File: config.mk
export PLATFORM = sky130hd
export DESIGN_NAME = hsv_to_rgb_converter
export DESIGN_NICKNAME = d
export VERILOG_FILES = /design/src/sv/hsv2rgb_pkg.sv /design/src/sv/hsv_to_rgb_converter.sv
export SDC_FILE = /design/constraint.sdc
export NUM_CORES = 1
export LEC_CHECK = 0
export BUFFER_PORTS_ARGS = -buffer_cell sky130_fd_sc_hd__buf_2
export CAP_MARGIN = 15
export CORE_UTILIZATION = 45
export CTS_BUF_LIST = sky130_fd_sc_hd__clkbuf_16
export DETAILED_ROUTE_END_ITERATION = 16
export GPL_ROUTABILITY_DRIVEN = 1
export PLACE_DENSITY = 0.67
export SYNTH_ARGS = -nofsm -noshare
export SYNTH_HDL_FRONTEND = slang
export SYNTH_SLANG_ARGS = --single-unit
File: constraint.sdc
create_clock -name clk -period 17.54 [get_ports clk]
set_clock_uncertainty 0.1 [all_clocks]
set_input_delay 1.754 -clock clk [delete_from_list [all_inputs] [get_ports clk]]
set_output_delay 1.754 -clock clk [all_outputs]
set_load 0.05 [all_outputs]
File: src/sv/hsv2rgb_pkg.sv
// Shared types for the HSV to RGB converter.
`timescale 1ns / 1ps

package hsv2rgb_pkg;

  typedef enum logic [2:0] {
    SECT_RED     = 3'd0,
    SECT_YELLOW  = 3'd1,
    SECT_GREEN   = 3'd2,
    SECT_CYAN    = 3'd3,
    SECT_BLUE    = 3'd4,
    SECT_MAGENTA = 3'd5
  } sector_t;

endpackage

File: src/sv/hsv_to_rgb_converter.sv
// HSV to RGB converter: four-stage pipeline, one pixel per clock while out_ready does not stall it.
//
//   channel  | ports                                          | direction
//   ---------+------------------------------------------------+----------
//   input    | in_valid, in_ready, in_hue, in_saturation,     | in
//            | in_brightness                                  |
//   result   | out_valid, out_ready, out_red, out_green,      | out
//            | out_blue                                       |
//
// Items pass v1_r, v2_r, v3_r, out_valid_r; one enters per cycle while in_ready is high.
// The depth is set by the two multipliers (brightness x saturation, then x hue fraction),
// the subtractions that form p, q and t, and the divide by full scale ahead of the
// sector select, one per stage.
// Reset clears the stage valid bits only; payload registers hold whatever they had.
// A stage takes a new item when it is empty or its successor takes its item,
// so bubbles close up and a stall at out_ready holds every item in place.
`timescale 1ns / 1ps

module hsv_to_rgb_converter #(
  parameter int HUE_BITS   = 16,
  parameter int COLOR_BITS = 8
) (
  input  logic                  clk,
  input  logic                  rst_n,
  input  logic                  in_valid,
  output logic                  in_ready,
  input  logic [HUE_BITS-1:0]   in_hue,
  input  logic [COLOR_BITS-1:0] in_saturation,
  input  logic [COLOR_BITS-1:0] in_brightness,
  output logic                  out_valid,
  input  logic                  out_ready,
  output logic [COLOR_BITS-1:0] out_red,
  output logic [COLOR_BITS-1:0] out_green,
  output logic [COLOR_BITS-1:0] out_blue
);

  import hsv2rgb_pkg::*;

  localparam int HB = HUE_BITS;
  localparam int CB = COLOR_BITS;
  localparam int PB = 2 * CB;
  localparam int MB = PB + HB;
  localparam logic [CB-1:0] CMAX = {CB{1'b1}};

  // floor(x / CMAX) for x <= CMAX*CMAX: x = a*2^CB + b = a*CMAX + (a + b)
  function automatic logic [CB-1:0] div_cmax(input logic [PB-1:0] x);
    logic [CB:0]   rem;
    logic [CB-1:0] quo;
    rem = {1'b0, x[PB-1:CB]} + {1'b0, x[CB-1:0]};
    quo = x[PB-1:CB];
    if (rem >= {1'b0, CMAX}) begin
      quo = quo + {{(CB-1){1'b0}}, 1'b1};
    end
    return quo;
  endfunction

  logic en1, en2, en3, en4;
  logic v1_r, v2_r, v3_r, out_valid_r;

  // stage 1
  logic [HB+2:0] h6_nxt;
  logic [PB-1:0] vs_nxt;
  sector_t       sect1_r;
  logic [HB-1:0] frac1_r;
  logic [CB-1:0] bri1_r;
  logic [PB-1:0] vs1_r;

  // stage 2
  logic [MB-1:0] prod_nxt;
  logic [PB-1:0] vcm_nxt;
  sector_t       sect2_r;
  logic [CB-1:0] bri2_r;
  logic [PB-1:0] vs2_r;
  logic [PB-1:0] vcm2_r;
  logic [MB-1:0] prod2_r;

  // stage 3
  logic [PB-1:0] hi_nxt;
  logic          lo_nz_nxt;
  logic [PB-1:0] xp_nxt, xq_nxt, xt_nxt;
  sector_t       sect3_r;
  logic [CB-1:0] bri3_r;
  logic [PB-1:0] xp3_r, xq3_r, xt3_r;

  // stage 4
  logic [CB-1:0] p_nxt, q_nxt, t_nxt;
  logic [CB-1:0] red_nxt, green_nxt, blue_nxt;
  logic [CB-1:0] red_r, green_r, blue_r;

  assign en4      = !out_valid_r || out_ready;
  assign en3      = !v3_r || en4;
  assign en2      = !v2_r || en3;
  assign en1      = !v1_r || en2;
  assign in_ready = en1;

  always_ff @(posedge clk) begin
    if (!rst_n) begin
      v1_r        <= 1'b0;
      v2_r        <= 1'b0;
      v3_r        <= 1'b0;
      out_valid_r <= 1'b0;
    end else begin
      if (en1) begin
        v1_r <= in_valid;
      end
      if (en2) begin
        v2_r <= v1_r;
      end
      if (en3) begin
        v3_r <= v2_r;
      end
      if (en4) begin
        out_valid_r <= v3_r;
      end
    end
  end

  assign h6_nxt = ({3'b000, in_hue} << 2) + ({3'b000, in_hue} << 1);
  assign vs_nxt = {{CB{1'b0}}, in_brightness} * {{CB{1'b0}}, in_saturation};

  always_ff @(posedge clk) begin
    if (en1 && in_valid) begin
      sect1_r <= sector_t'(h6_nxt[HB+2:HB]);
      frac1_r <= h6_nxt[HB-1:0];
      bri1_r  <= in_brightness;
      vs1_r   <= vs_nxt;
    end
  end

  assign prod_nxt = {{HB{1'b0}}, vs1_r} * {{PB{1'b0}}, frac1_r};
  assign vcm_nxt  = {bri1_r, {CB{1'b0}}} - {{CB{1'b0}}, bri1_r};

  always_ff @(posedge clk) begin
    if (en2 && v1_r) begin
      sect2_r <= sect1_r;
      bri2_r  <= bri1_r;
      vs2_r   <= vs1_r;
      vcm2_r  <= vcm_nxt;
      prod2_r <= prod_nxt;
    end
  end

  assign hi_nxt    = prod2_r[MB-1:HB];
  assign lo_nz_nxt = |prod2_r[HB-1:0];
  assign xp_nxt    = vcm2_r - vs2_r;
  assign xq_nxt    = vcm2_r - hi_nxt - {{(PB-1){1'b0}}, lo_nz_nxt};
  assign xt_nxt    = vcm2_r - vs2_r + hi_nxt;

  always_ff @(posedge clk) begin
    if (en3 && v2_r) begin
      sect3_r <= sect2_r;
      bri3_r  <= bri2_r;
      xp3_r   <= xp_nxt;
      xq3_r   <= xq_nxt;
      xt3_r   <= xt_nxt;
    end
  end

  assign p_nxt = div_cmax(xp3_r);
  assign q_nxt = div_cmax(xq3_r);
  assign t_nxt = div_cmax(xt3_r);

  always_comb begin
    case (sect3_r)
      SECT_RED: begin
        red_nxt   = bri3_r;
        green_nxt = t_nxt;
        blue_nxt  = p_nxt;
      end
      SECT_YELLOW: begin
        red_nxt   = q_nxt;
        green_nxt = bri3_r;
        blue_nxt  = p_nxt;
      end
      SECT_GREEN: begin
        red_nxt   = p_nxt;
        green_nxt = bri3_r;
        blue_nxt  = t_nxt;
      end
      SECT_CYAN: begin
        red_nxt   = p_nxt;
        green_nxt = q_nxt;
        blue_nxt  = bri3_r;
      end
      SECT_BLUE: begin
        red_nxt   = t_nxt;
        green_nxt = p_nxt;
        blue_nxt  = bri3_r;
      end
      default: begin
        red_nxt   = bri3_r;
        green_nxt = p_nxt;
        blue_nxt  = q_nxt;
      end
    endcase
  end

  always_ff @(posedge clk) begin
    if (en4 && v3_r) begin
      red_r   <= red_nxt;
      green_r <= green_nxt;
      blue_r  <= blue_nxt;
    end
  end

  assign out_valid = out_valid_r;
  assign out_red   = red_r;
  assign out_green = green_r;
  assign out_blue  = blue_r;

endmodule
# ---- Yosys cells after proc, flatten, opt, wreduce, memory -nomap -nowiden
# Index checks and enable logic that the tools add are counted.
dict set report classes {
  n_addsub 12
  n_mul 2
  magnitude_cmp 3
  n_eq_ne 4
  n_mux 6
  n_reduce_logical 18
}
# cell count
set ops {}
lappend ops {{$pmux W8 S3} 3}
lappend ops {{$mul A16 B16 Y32} 1}
lappend ops {{$sub A16 B16 Y16} 2}
lappend ops {{$add A8 B8 Y9} 3}
lappend ops {{$ge A9 B8 Y1 const B} 3}
lappend ops {{$add A8 B1 Y8 const B} 3}
lappend ops {{$mux W8} 3}
lappend ops {{$add A18 B17 Y19} 1}
lappend ops {{$add A16 B16 Y16} 1}
lappend ops {{$mul A8 B8 Y16} 1}
lappend ops {{$reduce_or A16 Y1} 1}
lappend ops {{$sub A16 B1 Y16} 1}
lappend ops {{$sub A16 B8 Y16} 1}
lappend ops {{$reduce_or A2 Y1} 4}
lappend ops {{$eq A3 B2 Y1 const B} 2}
lappend ops {{$logic_and A1 B1 Y1} 4}
lappend ops {{$logic_not A1 Y1} 4}
lappend ops {{$logic_or A1 B1 Y1} 4}
lappend ops {{$eq A3 B1 Y1 const B} 1}
lappend ops {{$eq A3 B3 Y1 const B} 1}
lappend ops {{$logic_not A3 Y1} 1}
dict set report word_totals {
  regBits 205
  word_cells 66
}

# ---- Depth between registers and ports, before layout
dict set report depth {
  depth_word 6
  mapped_depth 23
}

# ---- Worst setup path after synthesis
# OpenSTA, ideal clock, no wires.
dict set report synth_timing {
  path_type {input to register}
  startpoint {input out_ready}
  endpoint {register bri2_r[0] (enable)}
  arrival_time_ns 7.357
  t_required_ns 16.825
  path_slack_ns 9.468
  stages 3
  n_path_buf 0
  cell_sequence {nor2b_1 and2_0 a21boi_0}
}
dict set report synth_between {
  elab_chain_cells 4
}
# element line_no
set synth_rtl {}
lappend synth_rtl {{start: declaration} hsv_to_rgb_converter.sv:31} ;# input logic out_ready,
lappend synth_rtl {{$logic_or A1 B1 Y1} hsv_to_rgb_converter.sv:90} ;# assign en4 = !out_valid_r || out_ready;
lappend synth_rtl {{$logic_or A1 B1 Y1} hsv_to_rgb_converter.sv:91} ;# assign en3 = !v3_r || en4;
lappend synth_rtl {{$logic_or A1 B1 Y1} hsv_to_rgb_converter.sv:92} ;# assign en2 = !v2_r || en3;
lappend synth_rtl {{$logic_and A1 B1 Y1} hsv_to_rgb_converter.sv:134} ;# if (en2 && v1_r) begin
lappend synth_rtl {{end signal: assignment} hsv_to_rgb_converter.sv:136} ;# bri2_r <= bri1_r;
lappend synth_rtl {{end: declaration} hsv_to_rgb_converter.sv:72} ;# logic [CB-1:0] bri2_r;
# No other way between the ends.
# A chain may end at the register's enable or synchronous reset.

# ---- Worst setup path in the final report
dict set report layout_timing {
  startpoint {register vs1_r[7]}
  endpoint {register prod2_r[31], data pin}
}
dict set report layout_between {
  elab_chain_cells 1
}
# element line_no
set layout_rtl {}
lappend layout_rtl {{start: declaration} hsv_to_rgb_converter.sv:66} ;# logic [PB-1:0] vs1_r;
lappend layout_rtl {{start signal: assignment} hsv_to_rgb_converter.sv:126} ;# vs1_r <= vs_nxt;
lappend layout_rtl {{$mul A16 B16 Y32} hsv_to_rgb_converter.sv:130} ;# assign prod_nxt = {{HB{1'b0}}, vs1_r} * {{PB{1'b0}}, frac1_r};
lappend layout_rtl {{named net prod_nxt[31]} hsv_to_rgb_converter.sv:69} ;# logic [MB-1:0] prod_nxt;
lappend layout_rtl {{end signal: assignment} hsv_to_rgb_converter.sv:139} ;# prod2_r <= prod_nxt;
lappend layout_rtl {{end: declaration} hsv_to_rgb_converter.sv:75} ;# logic [MB-1:0] prod2_r;
# The timed path passes the listed nets, and every way through them passes these cells.

==> results.json <==
{
  "start_kind": "flop",
  "slew_headroom_pct": 24.4,
  "ys_warn_count": 0,
  "synth_most_common_cell": "inv_1",
  "slew_viol_final": 0,
  "synth_top_area_share_pct": 27.5,
  "seqCellArea_mm2": 0.00603,
  "synth_simple_gate_area_share_pct": 13.8,
  "antenna_found_initial": 0,
  "syn_inst": 2148,
  "htreeDepth": 1,
  "synthMuxAreaShare_pct": 0.949,
  "setup_viol": 0,
  "crit_path_max_incr_delay_ns": 0.81,
  "cts_made_buffers": 25,
  "grt_max_degree": 74,
  "syn-num-nets": 2656,
  "synth_area_mm2": 0.0216,
  "drt_iter0_drc": 905,
  "cp_slowest_cell": "edfxtp_1",
  "finish.utilization_pct": 49.7,
  "final.setup.tns_ns": 0,
  "dp.final_hpwl_um": 38300,
  "hold_path.class": "reg -> reg",
  "cts_root_buffer": "clkbuf_16",
  "worst-path-buf-inv": 5,
  "critPathMaxFanout": 16,
  "synth-compound-area-share_pct": 10.2,
  "synthTopCellsByArea": "edfxtp_1, fa_1, ha_1",
  "critPathKind": "reg -> reg",
  "grt_pass1_vias": 15771,
  "crit_chain": "nand2_1, fa_1, inv_1, fa_1, inv_1, fa_1, inv_1, fa_1, fa_1, inv_1, fa_1, inv_1, ha_1, a21o_1, a2111oi_0, a21boi_0, nor2_1, a21oi_1, o2111ai_1, a21oi_1, xnor2_1",
  "clock_latency_ns": 0.55,
  "dr.pass1.iters": 5,
  "dieArea_mm2": 0.0489,
  "vias_per_cell": 5.36,
  "vias": 15096,
  "clockBufferDepth": 3,
  "start_util_pct": 46.0,
  "rows": 79,
  "yosysSeqAreaShare_pct": 27.9,
  "worst_pin_slew_ns": 1.13,
  "die_y_um": 221,
  "post_cts_buffers": 0,
  "detail_route.wl_per_cell_um": 17.1,
  "yosys.area_share.adder_pct": 35.1,
  "numClockSinks": 202,
  "io_pins": 62,
  "post_cts_resized": 0,
  "overflow": 0,
  "fin_crit_ns": 6.75,
  "max_cap_violations": 0,
  "endpoint_kind": "flop",
  "yosysUniqueCellTypes": 84,
  "postRouteAntennaNets": 0,
  "syn_area_per_cell_um2": 10.1,
  "hold_violations": 0,
  "synth_edf_count": 198,
  "tritoncts": "built",
  "clk_pin_slew_ns": 0.06,
  "synth_top_family_by_area": "adder cells",
  "grt_util_all_layers_pct": 20.1,
  "core_area_mm2": 0.0470,
  "wl_um": 48200,
  "fmax_mhz": 148,
  "fillers": 4219,
  "cpMostUsedCell": "fa_1",
  "cp_data_arrival_time_ns": 6.93,
  "io_buffers": 61,
  "gp_routability_congestion": 0.888,
  "ys_top_cells_by_count": "inv_1, ha_1, fa_1",
  "final_layout_size_suffix_gt1_share_pct": 6.34,
  "status": "finished, final reports clean",
  "finalCritPeriodShare_pct": 38.5,
  "antenna_cells": 0,
  "crit_family": "adder cells",
  "nets": 2700,
  "rsz0062_at_grt": "false",
  "ys.flop_type": "edfxtp_1",
  "synth-seq-cells": 202,
  "area_growth_pct": 8.01,
  "die_w_um": 221,
  "yosysTopAreaCell": "edfxtp_1",
  "grt_pass1_wl_um": 79700,
  "ys_async_sr_fraction_pct": 0,
  "synth_xor_area_share_pct": 4.70,
  "multiInputGateArea_mm2": 0.0140,
  "critPathRequiredTime_ns": 17.72,
  "drc": 0,
  "hold_buffers": 0
}
## final timing paths
| check | from | endpoint | slack, ns | cells after the start |
|---|---|---|---|---|
| worst min-delay path | bri2_r[6] | bri3_r[6] | 0.30 | 0 |
| worst max register to register | vs1_r[7] | prod2_r[31] | 10.79 | 21 |
| worst min register to register | bri2_r[6] | bri3_r[6] | 0.30 | 0 |
| worst max-delay path | vs1_r[7] | prod2_r[31] | 10.79 | 21 |
## worst register-to-register path, cell delays in order, from the launching register on
cell and delay, ns:
edfxtp_1 0.81, nand2_1 0.17, fa_1 0.56, inv_1 0.05, fa_1 0.51, inv_1 0.06
fa_1 0.53, inv_1 0.05, fa_1 0.45, fa_1 0.49, inv_1 0.05, fa_1 0.47
inv_1 0.05, ha_1 0.33, a21o_1 0.19, a2111oi_0 0.50, a21boi_0 0.24, nor2_1 0.11
a21oi_1 0.31, o2111ai_1 0.19, a21oi_1 0.20, xnor2_1 0.07
## cell usage in the layout, fill, tap and decap left out, drive strengths merged, types with 17 or more instances in the layout
cell    netlist  routed
o21ai        62      62
nor3         23      23
and3         18      18
buf           6      66
nor2         74      74
ha          247     247
and2        158     158
xor2         36      36
clkbuf       43      25
a21o         31      31
inv         370     375
nand3        26      26
o211ai       17      17
edfxtp      198     198
a21oi        80      80
fa          225     225
xnor2        80      80
nand2       219     219
## layout make-up
cell class,count,area share [%]
Clock inverter,18,0.670
Clock buffer,25,2.68
Timing Repair Buffer,66,1.47
Inverter,371,5.97
Multi-Input combinational cell,1526,60.2
Sequential cell,202,25.8
Tap cell,607,3.25
## metal layers
layer	share of wire [%]	up-vias	routed length (um)	track usage, %
met5	0	-	0	0
met4	2.8	0	1340	6.02
met3	4.1	81	1970	2.03
met2	48	379	23300	34.5
met1	45	7395	21600	26.7
li1	-	7241	-	-
## metrics by stage
stage | hold WS (ns) | instance area (um^2) | setup slack, ns | std cells
floorplan | 0.300 | 21600 | 9.47 | 2148
global route | 0.314 | 23300 | 10.38 | 2815
detailed placement | 0.309 | 22600 | 10.82 | 2772
global placement | 0.305 | 22600 | 10.97 | 2772
finish | 0.301 | 23300 | 10.79 | 2815
CTS | 0.301 | 23300 | 10.82 | 2815
## flip-flops by register name, summed over array words and instances (netlist names), 15 cells and up
register / count
frac1_r: 15
prod2_r: 31
vcm2_r: 15
vs1_r: 16
vs2_r: 16
xp3_r: 16
xq3_r: 16
xt3_r: 16
## kinds of logic after synthesis
family	count (synthesis)
simple gates	595
compound gates	323
mux	20
buf+inv	420
flops	202
xor+xnor	116
fa+ha+maj	472
Power is not shown: default switching activity piles up to over one toggle a cycle in this logic, so the estimate is an artifact.
